===== config.mk =====
export PLATFORM = sky130hd
export DESIGN_NAME = block_rms_level_db_core
export DESIGN_NICKNAME = d
export VERILOG_FILES = /design/src/design/brld_pkg.sv /design/src/design/brld_front.sv /design/src/design/brld_fifo.sv /design/src/design/brld_back.sv /design/src/design/block_rms_level_db_core.sv
export SDC_FILE = /design/constraint.sdc
export NUM_CORES = 2
export LEC_CHECK = 0
export ABC_AREA = 1
export BUFFER_PORTS_ARGS = -buffer_cell sky130_fd_sc_hd__buf_2
export CAP_MARGIN = 15
export CORE_ASPECT_RATIO = 1.75
export CORE_MARGIN = 8
export CORE_UTILIZATION = 45
export DETAILED_ROUTE_END_ITERATION = 12
export MAX_ROUTING_LAYER = met4
export PLACE_DENSITY = 0.71
export SLEW_MARGIN = 30
export SYNTH_ARGS = -nofsm -noshare
export SYNTH_HDL_FRONTEND = slang
export SYNTH_SLANG_ARGS = --single-unit

===== constraint.sdc =====
create_clock -name aclk -period 22 [get_ports aclk]
set_input_delay 0 -clock aclk [delete_from_list [all_inputs] [get_ports aclk]]
set_output_delay 0 -clock aclk [all_outputs]
set_load 0.005 [all_outputs]

===== src/design/brld_pkg.sv =====
package brld_pkg;

    localparam int MAX_CHANNELS = 8;
    localparam int MAX_BLOCK    = 4096;
    localparam int FLOOR_DB_Q8  = -25600;
    localparam int SUM_W        = 42;
    localparam int LEN_W        = 13;
    localparam int CH_W         = 3;
    localparam int SAMPLE_W     = 16;
    localparam int LEVEL_W      = 16;
    localparam int FRAC_BITS    = 16;
    localparam int FIFO_DEPTH   = 2;
    localparam logic [25:0] LOGC = 26'd50504453;

    localparam logic [1:0] REG_BLOCK_LENGTH = 2'd0;
    localparam logic [1:0] REG_NUM_CHANNELS = 2'd1;

    typedef struct packed {
        logic [SUM_W-1:0] sum;
        logic [LEN_W-1:0] len;
        logic [CH_W-1:0]  ch;
    } blk_job_t;

endpackage


===== src/design/brld_front.sv =====
module brld_front
    import brld_pkg::*;
(
    input  logic                       aclk,
    input  logic                       aresetn,
    input  logic                       in_valid,
    input  logic signed [SAMPLE_W-1:0] in_sample,
    input  logic [CH_W-1:0]            in_ch,
    input  logic [LEN_W-1:0]           block_length,
    input  logic [3:0]                 num_channels,
    output logic                       push,
    output blk_job_t                   push_job
);

    logic [SUM_W-1:0] sum_reg   [MAX_CHANNELS];
    logic [LEN_W-1:0] count_reg [MAX_CHANNELS];

    logic                 in_use;
    logic [31:0]          square;
    logic [SUM_W:0]       sum_add;
    logic [SUM_W-1:0]     sum_next;
    logic [LEN_W-1:0]     count_next;
    logic [LEN_W-1:0]     len_eff;
    logic                 complete;

    assign in_use = ({1'b0, in_ch} < num_channels);
    assign square = 32'($signed(in_sample) * $signed(in_sample));
    assign sum_add = {1'b0, sum_reg[in_ch]} + {11'd0, square};
    assign sum_next = sum_add[SUM_W] ? {SUM_W{1'b1}} : sum_add[SUM_W-1:0];
    assign count_next = (count_reg[in_ch] == {LEN_W{1'b1}}) ? count_reg[in_ch]
                                                          : count_reg[in_ch] + 1'b1;

    always_comb begin
        if (block_length == '0) begin
            len_eff = LEN_W'(1);
        end else if (block_length > LEN_W'(MAX_BLOCK)) begin
            len_eff = LEN_W'(MAX_BLOCK);
        end else begin
            len_eff = block_length;
        end
    end

    assign complete = count_next >= len_eff;
    assign push = in_valid && in_use && complete;
    assign push_job = '{sum: sum_next, len: len_eff, ch: in_ch};

    always_ff @(posedge aclk) begin
        if (!aresetn) begin
            for (int i = 0; i < MAX_CHANNELS; i++) begin
                sum_reg[i]   <= '0;
                count_reg[i] <= '0;
            end
        end else if (in_valid && in_use) begin
            sum_reg[in_ch]   <= complete ? '0 : sum_next;
            count_reg[in_ch] <= complete ? '0 : count_next;
        end
    end

endmodule


===== src/design/brld_fifo.sv =====
module brld_fifo
    import brld_pkg::*;
(
    input  logic     aclk,
    input  logic     aresetn,
    input  logic     push,
    input  blk_job_t push_job,
    input  logic     pop,
    output logic     empty,
    output logic     full,
    output blk_job_t head
);

    blk_job_t mem_reg [FIFO_DEPTH];
    logic     wr_ptr_reg;
    logic     rd_ptr_reg;
    logic [1:0] count_reg;

    assign empty = (count_reg == 2'd0);
    assign full  = (count_reg == 2'(FIFO_DEPTH));
    assign head  = mem_reg[rd_ptr_reg];

    always_ff @(posedge aclk) begin
        if (push) begin
            mem_reg[wr_ptr_reg] <= push_job;
        end
    end

    always_ff @(posedge aclk) begin
        if (!aresetn) begin
            wr_ptr_reg <= 1'b0;
            rd_ptr_reg <= 1'b0;
            count_reg  <= 2'd0;
        end else begin
            if (push) wr_ptr_reg <= ~wr_ptr_reg;
            if (pop)  rd_ptr_reg <= ~rd_ptr_reg;
            count_reg <= count_reg + {1'b0, push} - {1'b0, pop};
        end
    end

`ifndef SYNTHESIS
    a_no_overflow: assert property (@(posedge aclk) disable iff (!aresetn)
        !(push && full && !pop)) else $error("queue overflow");
    a_no_underflow: assert property (@(posedge aclk) disable iff (!aresetn)
        !(pop && empty)) else $error("queue underflow");
    a_count_range: assert property (@(posedge aclk) disable iff (!aresetn)
        count_reg <= 2'(FIFO_DEPTH)) else $error("queue count out of range");
`endif

endmodule


===== src/design/brld_back.sv =====
module brld_back
    import brld_pkg::*;
(
    input  logic                      aclk,
    input  logic                      aresetn,
    input  logic                      job_avail,
    input  blk_job_t                  job,
    output logic                      pop,
    output logic                      m_valid,
    input  logic                      m_ready,
    output logic signed [LEVEL_W-1:0] m_level,
    output logic [CH_W-1:0]           m_ch
);

    typedef enum logic [2:0] {
        S_IDLE, S_DIV, S_NORM, S_SQR, S_MUL, S_ADD, S_OUT
    } state_t;

    localparam logic [21:0] TOP_LG = 22'(30) << FRAC_BITS;

    state_t                    state_reg;
    logic [SUM_W-1:0]          dvd_reg;
    logic [LEN_W:0]            rem_reg;
    logic [LEN_W-1:0]          div_reg;
    logic [5:0]                cnt_reg;
    logic [CH_W-1:0]           ch_reg;
    logic [31:0]               x_reg;
    logic [5:0]                p_reg;
    logic [FRAC_BITS-1:0]      frac_reg;
    logic [46:0]               prod_reg;
    logic signed [LEVEL_W-1:0] level_reg;
    logic                      m_valid_reg;
    logic signed [LEVEL_W-1:0] m_level_reg;
    logic [CH_W-1:0]           m_ch_reg;

    logic [LEN_W:0]   trial;
    logic             qbit;
    logic [LEN_W:0]   rem_next;
    logic [SUM_W-1:0] dvd_next;
    logic [63:0]      sq;
    logic [33:0]      sq_sh;
    logic [21:0]      lg;
    logic [47:0]      rounded;
    logic [15:0]      mag;
    logic [16:0]      mag_c;
    logic signed [17:0] lvl;

    assign trial    = {rem_reg[LEN_W-1:0], dvd_reg[SUM_W-1]};
    assign qbit     = trial >= {1'b0, div_reg};
    assign rem_next = qbit ? trial - {1'b0, div_reg} : trial;
    assign dvd_next = {dvd_reg[SUM_W-2:0], qbit};
    assign sq       = x_reg * x_reg;
    assign sq_sh    = sq[63:30];
    assign lg       = {p_reg[5:0], frac_reg};
    assign rounded  = {1'b0, prod_reg} + 48'h0000_8000_0000;
    assign mag      = rounded[47:32];
    assign mag_c    = ({1'b0, mag} > 17'd32768) ? 17'd32768 : {1'b0, mag};
    assign lvl      = -$signed({1'b0, mag_c});

    assign pop     = (state_reg == S_IDLE) && job_avail;
    assign m_valid = m_valid_reg;
    assign m_level = m_level_reg;
    assign m_ch    = m_ch_reg;

    always_ff @(posedge aclk) begin
        if (!aresetn) begin
            state_reg   <= S_IDLE;
            m_valid_reg <= 1'b0;
        end else begin
            if (m_valid_reg && m_ready && state_reg != S_OUT) m_valid_reg <= 1'b0;
            case (state_reg)
                S_IDLE: begin
                    if (job_avail) begin
                        dvd_reg   <= job.sum;
                        div_reg   <= job.len;
                        ch_reg    <= job.ch;
                        rem_reg   <= '0;
                        cnt_reg   <= 6'(SUM_W - 1);
                        state_reg <= S_DIV;
                    end
                end
                S_DIV: begin
                    rem_reg <= rem_next;
                    dvd_reg <= dvd_next;
                    cnt_reg <= cnt_reg - 1'b1;
                    if (cnt_reg == '0) begin
                        p_reg <= 6'(SUM_W - 1);
                        if (dvd_next == '0) begin
                            level_reg <= LEVEL_W'(FLOOR_DB_Q8);
                            state_reg <= S_OUT;
                        end else begin
                            state_reg <= S_NORM;
                        end
                    end
                end
                S_NORM: begin
                    // shift left until the top bit is set, tracking its position
                    if (dvd_reg[SUM_W-1]) begin
                        x_reg     <= {1'b0, dvd_reg[SUM_W-1:SUM_W-31]};
                        frac_reg  <= '0;
                        cnt_reg   <= 6'(FRAC_BITS - 1);
                        state_reg <= S_SQR;
                    end else begin
                        dvd_reg <= {dvd_reg[SUM_W-2:0], 1'b0};
                        p_reg   <= p_reg - 1'b1;
                    end
                end
                S_SQR: begin
                    x_reg    <= sq_sh[31] ? sq_sh[32:1] : sq_sh[31:0];
                    frac_reg <= {frac_reg[FRAC_BITS-2:0], sq_sh[31]};
                    cnt_reg  <= cnt_reg - 1'b1;
                    if (cnt_reg == '0) state_reg <= S_MUL;
                end
                S_MUL: begin
                    if (lg >= TOP_LG) begin
                        level_reg <= '0;
                        state_reg <= S_OUT;
                    end else begin
                        prod_reg  <= 21'(TOP_LG - lg) * LOGC;
                        state_reg <= S_ADD;
                    end
                end
                S_ADD: begin
                    level_reg <= (lvl < 18'(FLOOR_DB_Q8)) ? LEVEL_W'(FLOOR_DB_Q8)
                                                          : lvl[LEVEL_W-1:0];
                    state_reg <= S_OUT;
                end
                S_OUT: begin
                    if (!m_valid_reg || m_ready) begin
                        m_valid_reg <= 1'b1;
                        m_level_reg <= level_reg;
                        m_ch_reg    <= ch_reg;
                        state_reg   <= S_IDLE;
                    end
                end
                default: state_reg <= S_IDLE;
            endcase
        end
    end

`ifndef SYNTHESIS
    a_level_range: assert property (@(posedge aclk) disable iff (!aresetn)
        m_valid_reg |-> (m_level_reg <= 0 && m_level_reg >= LEVEL_W'(FLOOR_DB_Q8)))
        else $error("level out of range");
    a_pop_idle: assert property (@(posedge aclk) disable iff (!aresetn)
        pop |=> state_reg == S_DIV) else $error("job not started");
    a_norm_nonzero: assert property (@(posedge aclk) disable iff (!aresetn)
        state_reg == S_NORM |-> dvd_reg != '0) else $error("normalizing zero");
`endif

endmodule


===== src/design/block_rms_level_db_core.sv =====
// Per-channel block RMS meter: each accepted word on an enabled channel adds the
// square of its sample to its channel's sum; when a channel reaches block_length
// samples, 20*log10(RMS) is produced in 1/256 dB (floored at -100 dB, 0 dB at full
// scale) and the channel restarts. Samples are taken one per cycle. Each finished
// block is then worked out by a shared back end in pickup, divide, normalize,
// squaring, multiply, add and output steps; a two-entry queue lets the front run
// on while the back end works, and stalls input only when two blocks are waiting.
module block_rms_level_db_core
    import brld_pkg::*;
(
    input  logic                  aclk,
    input  logic                  aresetn,
    input  logic                  s_tvalid,
    output logic                  s_tready,
    input  logic [15:0]           s_tdata,   // sample
    input  logic [2:0]            s_tuser,   // channel
    output logic                  m_tvalid,
    input  logic                  m_tready,
    output logic [15:0]           m_tdata,   // level_db
    output logic [2:0]            m_tuser,   // out_channel
    input  logic                  cfg_we,
    input  logic [1:0]            cfg_addr,
    input  logic [LEN_W-1:0]      cfg_data
);

    logic [LEN_W-1:0] block_length_reg;
    logic [3:0]       num_channels_reg;
    logic             push;
    blk_job_t         push_job;
    logic             empty;
    logic             full;
    blk_job_t         head;
    logic             pop;
    logic signed [LEVEL_W-1:0] level;

    always_ff @(posedge aclk) begin
        if (!aresetn) begin
            block_length_reg <= LEN_W'(1024);
            num_channels_reg <= 4'd1;
        end else if (cfg_we) begin
            case (cfg_addr)
                REG_BLOCK_LENGTH: block_length_reg <= cfg_data;
                REG_NUM_CHANNELS: num_channels_reg <= cfg_data[3:0];
                default: ;
            endcase
        end
    end

    assign s_tready = !full;

    brld_front u_front (
        .aclk         (aclk),
        .aresetn      (aresetn),
        .in_valid     (s_tvalid && s_tready),
        .in_sample    (s_tdata),
        .in_ch        (s_tuser),
        .block_length (block_length_reg),
        .num_channels (num_channels_reg),
        .push         (push),
        .push_job     (push_job)
    );

    brld_fifo u_fifo (
        .aclk     (aclk),
        .aresetn  (aresetn),
        .push     (push),
        .push_job (push_job),
        .pop      (pop),
        .empty    (empty),
        .full     (full),
        .head     (head)
    );

    brld_back u_back (
        .aclk      (aclk),
        .aresetn   (aresetn),
        .job_avail (!empty),
        .job       (head),
        .pop       (pop),
        .m_valid   (m_tvalid),
        .m_ready   (m_tready),
        .m_level   (level),
        .m_ch      (m_tuser)
    );

    assign m_tdata = level;

endmodule


After elaboration in Yosys (flattened, before gate mapping)
Memories as Yosys holds them, arrays and structs flattened. A register that Yosys moved wholly into a read port is not among the register bits. Index checks and enable logic that the tools add are counted.

Add/subtract/negate cells: 10. $mul: 3. Div/mod/pow operators: 0. Order comparisons: 7. Equality and inequality tests: 18. Shift-type cells: 0. Mux-type cells: 54. Bitwise gates (word level): 4. Reductions and logical operators: 38.

Operators with widths (number): 2-to-1 mux 42 bit (5); one-hot mux 42 bit (3 select lines) (1); 2-to-1 mux 16 bit (6); 2-to-1 mux 13 bit (7); 2-to-1 mux 32 bit (2); one-hot mux 32 bit (2 select lines) (1); multiplier 32 x 32 -> 63 bit (1); adder 47 x 32 -> 48 bit, second input constant (1); one-hot mux 16 bit (3 select lines) (1); multiplier 21 x 26 -> 47 bit, second input constant (1); adder 42 x 32 -> 43 bit (1); zero test 42 bit (1); OR reduction 42 bit (1); multiplier 16 x 16 -> 32 bit (1); one-hot mux 16 bit (2 select lines) (1); one-hot mux 13 bit (2 select lines) (1); 2-to-1 mux 3 bit (8); 2-to-1 mux 6 bit (4); >= comparator 22 x 21 -> 1 bit, second input constant (1); one-hot mux 3 bit (7 select lines) (1); subtractor 21 bit, first input constant (1); less-than comparator 18 x 16 -> 1 bit, second input constant (1); negator 17 -> 18 bit (1); one-hot mux 6 bit (3 select lines) (1); other kinds (38) (84).

Flip-flop bits (word level): 238. Bits in latches: 0. RAM bits: 556. ROM bits: 0. Input port bits: 39. Output and inout bits: 21. Logic and storage cells: 157. Memories kept: 3.

Memories: u_front.sum_reg (words 8, width 42, read ports 1, clocked after Yosys merged registers in 0, write ports 8, RTL line brld_front.sv:15) `logic [SUM_W-1:0] sum_reg [MAX_CHANNELS];`; u_fifo.mem_reg (words 2, width 58, read ports 1, clocked after Yosys merged registers in 1, write ports 1, RTL line brld_fifo.sv:14) `blk_job_t mem_reg [FIFO_DEPTH];`; u_front.count_reg (words 8, width 13, read ports 1, clocked after Yosys merged registers in 0, write ports 8, RTL line brld_front.sv:16) `logic [LEN_W-1:0] count_reg [MAX_CHANNELS];`.

Depth between registers and ports, before layout
Word-level depth: 9. Gate-level depth with buffers: 46. Depth with buffers taken out: 44.

Modules after synthesis
A second synthesis with hierarchy kept.

Cells, all modules: 8940. Area, all modules: 82377.8 sq um.

Modules (own cells, without submodules): brld_back (times used 1, cells each 5227, area an instance 45763.9 sq um); brld_front (times used 1, cells each 3387, area an instance 31366.3 sq um); brld_fifo (times used 1, cells each 213, area an instance 4485.6 sq um); block_rms_level_db_core (times used 1, cells each 113, area an instance 762.0 sq um).

Worst setup path after synthesis
No wires, ideal clock.

Kind: flip-flop to flip-flop. From: register u_back.frac_reg[0]. To: register u_back.prod_reg[46], data pin. Setup time: 0.260 ns. Arrival time: 7.107 ns. Data required time: 21.740 ns. Setup slack: 14.633 ns. Cell stages (with the launch flop): 35. Path buffers: 0. Clock period less this slack: 7.367 ns. Path through: edfxtp_1 > inv_1 > ha_1 > nand4_1 > nor2_1 > nand2_1 > nor2_1 > nand3_1 > nor3_1 > nand3_1 > o21ai_0 > or2_2 > xor2_1 > inv_1 > ha_1 > fa_1 > inv_1 > fa_1 > fa_1 > fa_1 > fa_1 > inv_1 > ha_1 > ha_1 > nand2_1 > nor2_1 > inv_1 > nor4_1 > o21ai_0 > nand3_1 > a21o_1 > a21boi_0 > o21bai_1 > nand2_1 > xnor2_1.

Word-level cells in the longest chain between the ends: 2.

RTL lines: from (decl) (RTL line brld_back.sv:29) `logic [FRAC_BITS-1:0] frac_reg;`; from (signal assigned) (RTL line brld_back.sv:110) `frac_reg <= {frac_reg[FRAC_BITS-2:0], sq_sh[31]};`; subtractor 21 bit (RTL line brld_back.sv:119) `prod_reg <= 21'(TOP_LG - lg) * LOGC;`; multiplier 21 x 26 -> 47 bit (RTL line brld_back.sv:119); to (signal assigned) (RTL line brld_back.sv:119); to (decl) (RTL line brld_back.sv:30) `logic [46:0] prod_reg;`.

No other way between the ends. A chain may end at the register's enable or synchronous reset.

Worst setup path after layout
From: register u_back.x_reg[22]. To: register u_back.x_reg[10], data pin.

Word-level cells in the longest chain between the ends: 3.

RTL lines: from (decl) (RTL line brld_back.sv:27) `logic [31:0] x_reg;`; from (signal assigned) (RTL line brld_back.sv:99) `x_reg <= {1'b0, dvd_reg[SUM_W-1:SUM_W-31]};`; from (signal assigned) (RTL line brld_back.sv:109) `x_reg <= sq_sh[31] ? sq_sh[32:1] : sq_sh[31:0];`; multiplier 32 x 32 -> 63 bit (RTL line brld_back.sv:52) `assign sq = x_reg * x_reg;`; 2-to-1 mux 32 bit (RTL line brld_back.sv:109); one-hot mux 32 bit (2 select lines) (RTL line brld_back.sv:71) `case (state_reg)`.

No other way between the ends.

==> impl_results.md <==
- CTS root buf: clkbuf_16
- Post-route ant nets: 0
- Fmax achieved: 112 MHz
- Worst path bufs/invs: 6
- DIE WIDTH: 336 um
- Syn_nets: 10500
- IO buf count: 59
- Average wire per standard cell: 20.1 um
- Min Tclk post-route: 8.96 ns
- Synth top area share: 0.284
- Startpoint types: flop
- Hold Path End: block_length_reg[0]$_SDFFE_PN0P_
- Crit path DAT: 9.36 ns
- Max clock buf depth: 3
- Worst-Skew Late Latency: 0.68 ns
- Slowest cell delay on critical path: 0.61 ns
- Initial antenna violation count: 8
- Max-slew violations: 0
- H-tree level count: 3
- Synthesized area: 0.0807 mm^2
- Filler cells: 16400
- Reg2reg start: u_back.x_reg[22]$_DFFE_PP_
- Area leader, netlist: fa_1
- CTS Sinks: 764
- R2R cell count: 27
- Cell mode on critical path: fa_1
- R2r endpoint: u_back.x_reg[10]$_DFFE_PP_
- Actual slew at the worst max-slew pin: 1.02 ns
- Slew margin rel.: 0.319
- Asr flop ratio synth: 0
- RSZ-0062 raised after global routing: false
- Synth area leaders: fa_1 (28%), edfxtp_1 (27%), inv_1 (10%)
- Max FO, Critical Path: 32
- Hpwl dp: 166000 um
- Via-to-Cell Ratio: 5.35
- EDFF count, synth: 738
- TritonCTS clock tree: built
- GR Util All Layers: 0.238
- DRC: 0
- Area Overhead vs Synth: 7.01%
- I/O pin cnt: 60
- Final worst-path cycle share: 0.407
- DRT Wirelength: 222000 um
- Worst hold path type: primary input to flop
- Top_reg_cell synth: edfxtp_1
- Critical Path End Type: flop
- Full die area: 0.194 mm^2
- Max reg flops: 336
- Clock Pin Slew Worst Setup and Hold Paths: 0.08 ns
- Post-CTS sizing: 0
- Worst hold start: cfg_data[0]
- R2R setup slack: 13.04 ns
- # Post-CTS Setup Buffers: 0
- Die Span Y: 576 um
- Rows: 205
- Syn. warnings: 0
- Final hold viol count: 0
- Hold Crit Depth: 4
- Max-Cap Viols: 0
- Share of cells above drive strength 1: 0.0499
- Critical path class: flop to flop
- Number of distinct library cells after synthesis: 72
- Clk_skew: 0.0364 ns
- Status: finished clean
- Initial Util: 0.453
- Largest net degree at the start of global routing: 83
- Setup_tns: 0 ns
- Gpl congestion: 1.01
- Clock buffer count from CTS: 76
- Post-Synthesis Cells: 8622
- Vias in the first global route: 65200
- Routed vias: 59000
- Syn avg cell area: 9.36 um^2
- Final setup vio count: 0
- Critical path's slowest cell: fa_1
- Core ar.: 0.178 mm^2
- Initial DRC count: 3941
- Nets@finish: 10400
- First-pass GRT wire length: 348000 um
- CP required: 22.40 ns
- Aggregate global routing overflow: 0
- Post-synthesis sequential area ratio: 0.281
- Delay-heaviest family, CP: adder cells
- Pre-Repair DR Iteration Count: 6
- Flops & latches, synth: 764
[layer usage]
layer  vias to the layer above  GRT usage  part of all wire
li1                      26600          -                 -
met1                     29100      0.236              0.33
met2                      2390      0.430              0.53
met3                       921     0.0310             0.064
met4                         0      0.162             0.081
met5                         -          -                 0
[cell families after synthesis]
group | synth area share
buf+inv | 0.117
flops | 0.281
fa+ha+maj | 0.384
compound gates | 0.0692
xor+xnor | 0.0196
mux | 0.00248
simple gates | 0.127
[through the flow]
step	hold WS, ns	cell area [um^2]	instances	utilization	setup slack, ns
after CTS	0.142	86400	11000	0.485	13.10
final	0.197	86400	11000	0.485	13.04
after detailed placement	0.230	83500	10900	0.468	13.12
after floorplan	0.0989	80700	8622	-	14.63
after global routing	0.193	86400	11000	0.485	12.57
after global placement	0.221	83500	10900	0.468	13.17
[cells in the mapped netlist (9+ instances only)]
cell         n
inv_1     2180
nand2_1   1290
fa_1      1145
nor2_1     791
edfxtp_1   738
ha_1       645
o21ai_0    286
a21oi_1    262
clkbuf_1   240
xor2_1     115
nand3_1    114
o22ai_1    105
xnor2_1     62
nand4_1     43
a31oi_1     41
nor3_1      39
or2_2       38
nand2_2     37
o21a_1      28
dfxtp_1     26
nor4_1      25
or4_1       23
a21o_1      22
a22oi_1     22
a22o_1      21
a221oi_1    20
o211ai_1    19
o21bai_1    19
o221ai_1    19
buf_6       16
mux2_2      16
nor2_2      16
inv_2       11
a221oi_2     9
buf_2        9
nand3b_1     9
[layout make-up]
cell class	count	area (um^2)	area share
clock inverter	43	495	0.00574
tap	2380	2980	0.0345
multi-input combinational	5384	48800	0.564
clock buffer	94	2010	0.0233
timing repair buffer	166	1200	0.0138
inverter	2198	8260	0.0956
antenna	8	20.0	0.000232
sequential	764	22700	0.263
[what timing repair did]
action | 4_1_cts | 5_1_grt
endpoints found under the setup margin | 0 | 0
hold buffers | 39 | 0
endpoints found under the hold margin | 34 | 0
[worst reg2reg max path: stages (launching register included)]
cell and delay (ns):
edfxtp_1 0.34, buf_4 0.51, nand2_1 0.23, fa_1 0.57, inv_1 0.06, fa_1 0.52, inv_1 0.05, fa_1 0.48
fa_1 0.61, fa_1 0.45, fa_1 0.54, inv_1 0.06, fa_1 0.36, ha_1 0.32, ha_1 0.53, a21oi_1 0.23
inv_1 0.20, a31oi_1 0.34, o21ai_0 0.18, a21oi_1 0.16, nand3_1 0.20, nand2_1 0.12, nand4_1 0.14, xor2_1 0.20
nand2_1 0.33, clkinv_1 0.62, nand2_1 0.23, o221ai_1 0.14
[placed cells by master, fill, tap and decap left out, types with 18 or more instances in the layout]
master / count
a21oi_1: 261
buf_4: 68
fa_1: 1145
or2_2: 38
o221ai_1: 19
nor3_1: 38
nand2_1: 1274
ha_1: 645
a221oi_1: 20
nor2_2: 18
nand3_1: 114
edfxtp_1: 738
clkinv_1: 18
o21ai_0: 285
dlygate4sd3_1: 39
dfxtp_1: 25
clkbuf_16: 78
o21a_1: 28
or4_1: 23
a22oi_1: 22
a31oi_1: 40
nand4_1: 43
buf_2: 59
o211ai_1: 19
o21bai_1: 19
xor2_1: 114
o22ai_1: 105
nor2_1: 787
xnor2_1: 62
nand2_2: 45
a22o_1: 21
nor4_1: 25
a21o_1: 22
inv_1: 2180
[worst max path at each step]
stage / startpoint / to / slack (ns) / cells after the start
5_1_grt: u_back.x_reg[3]$_DFFE_PP_ / u_back.x_reg[31]$_SDFFCE_PN0P_ / 12.57 / 31
6_report: u_back.x_reg[22]$_DFFE_PP_ / u_back.x_reg[10]$_DFFE_PP_ / 13.04 / 27
2_1_floorplan: u_back.frac_reg[0]$_SDFFCE_PN0P_ / u_back.prod_reg[46]$_DFFE_PP_ / 14.63 / 34
4_1_cts: u_back.x_reg[22]$_DFFE_PP_ / u_back.x_reg[31]$_SDFFCE_PN0P_ / 13.10 / 31
3_3_place_gp: s_tdata[1] / u_front.sum_reg[0][40]$_SDFFCE_PN0P_ / 13.17 / 32
3_5_place_dp: s_tdata[1] / u_front.sum_reg[4][40]$_SDFFCE_PN0P_ / 13.12 / 32
Power is left out: the tool's default activity adds up to more than one toggle a clock period on the data nets, which glitch-free logic cannot reach.
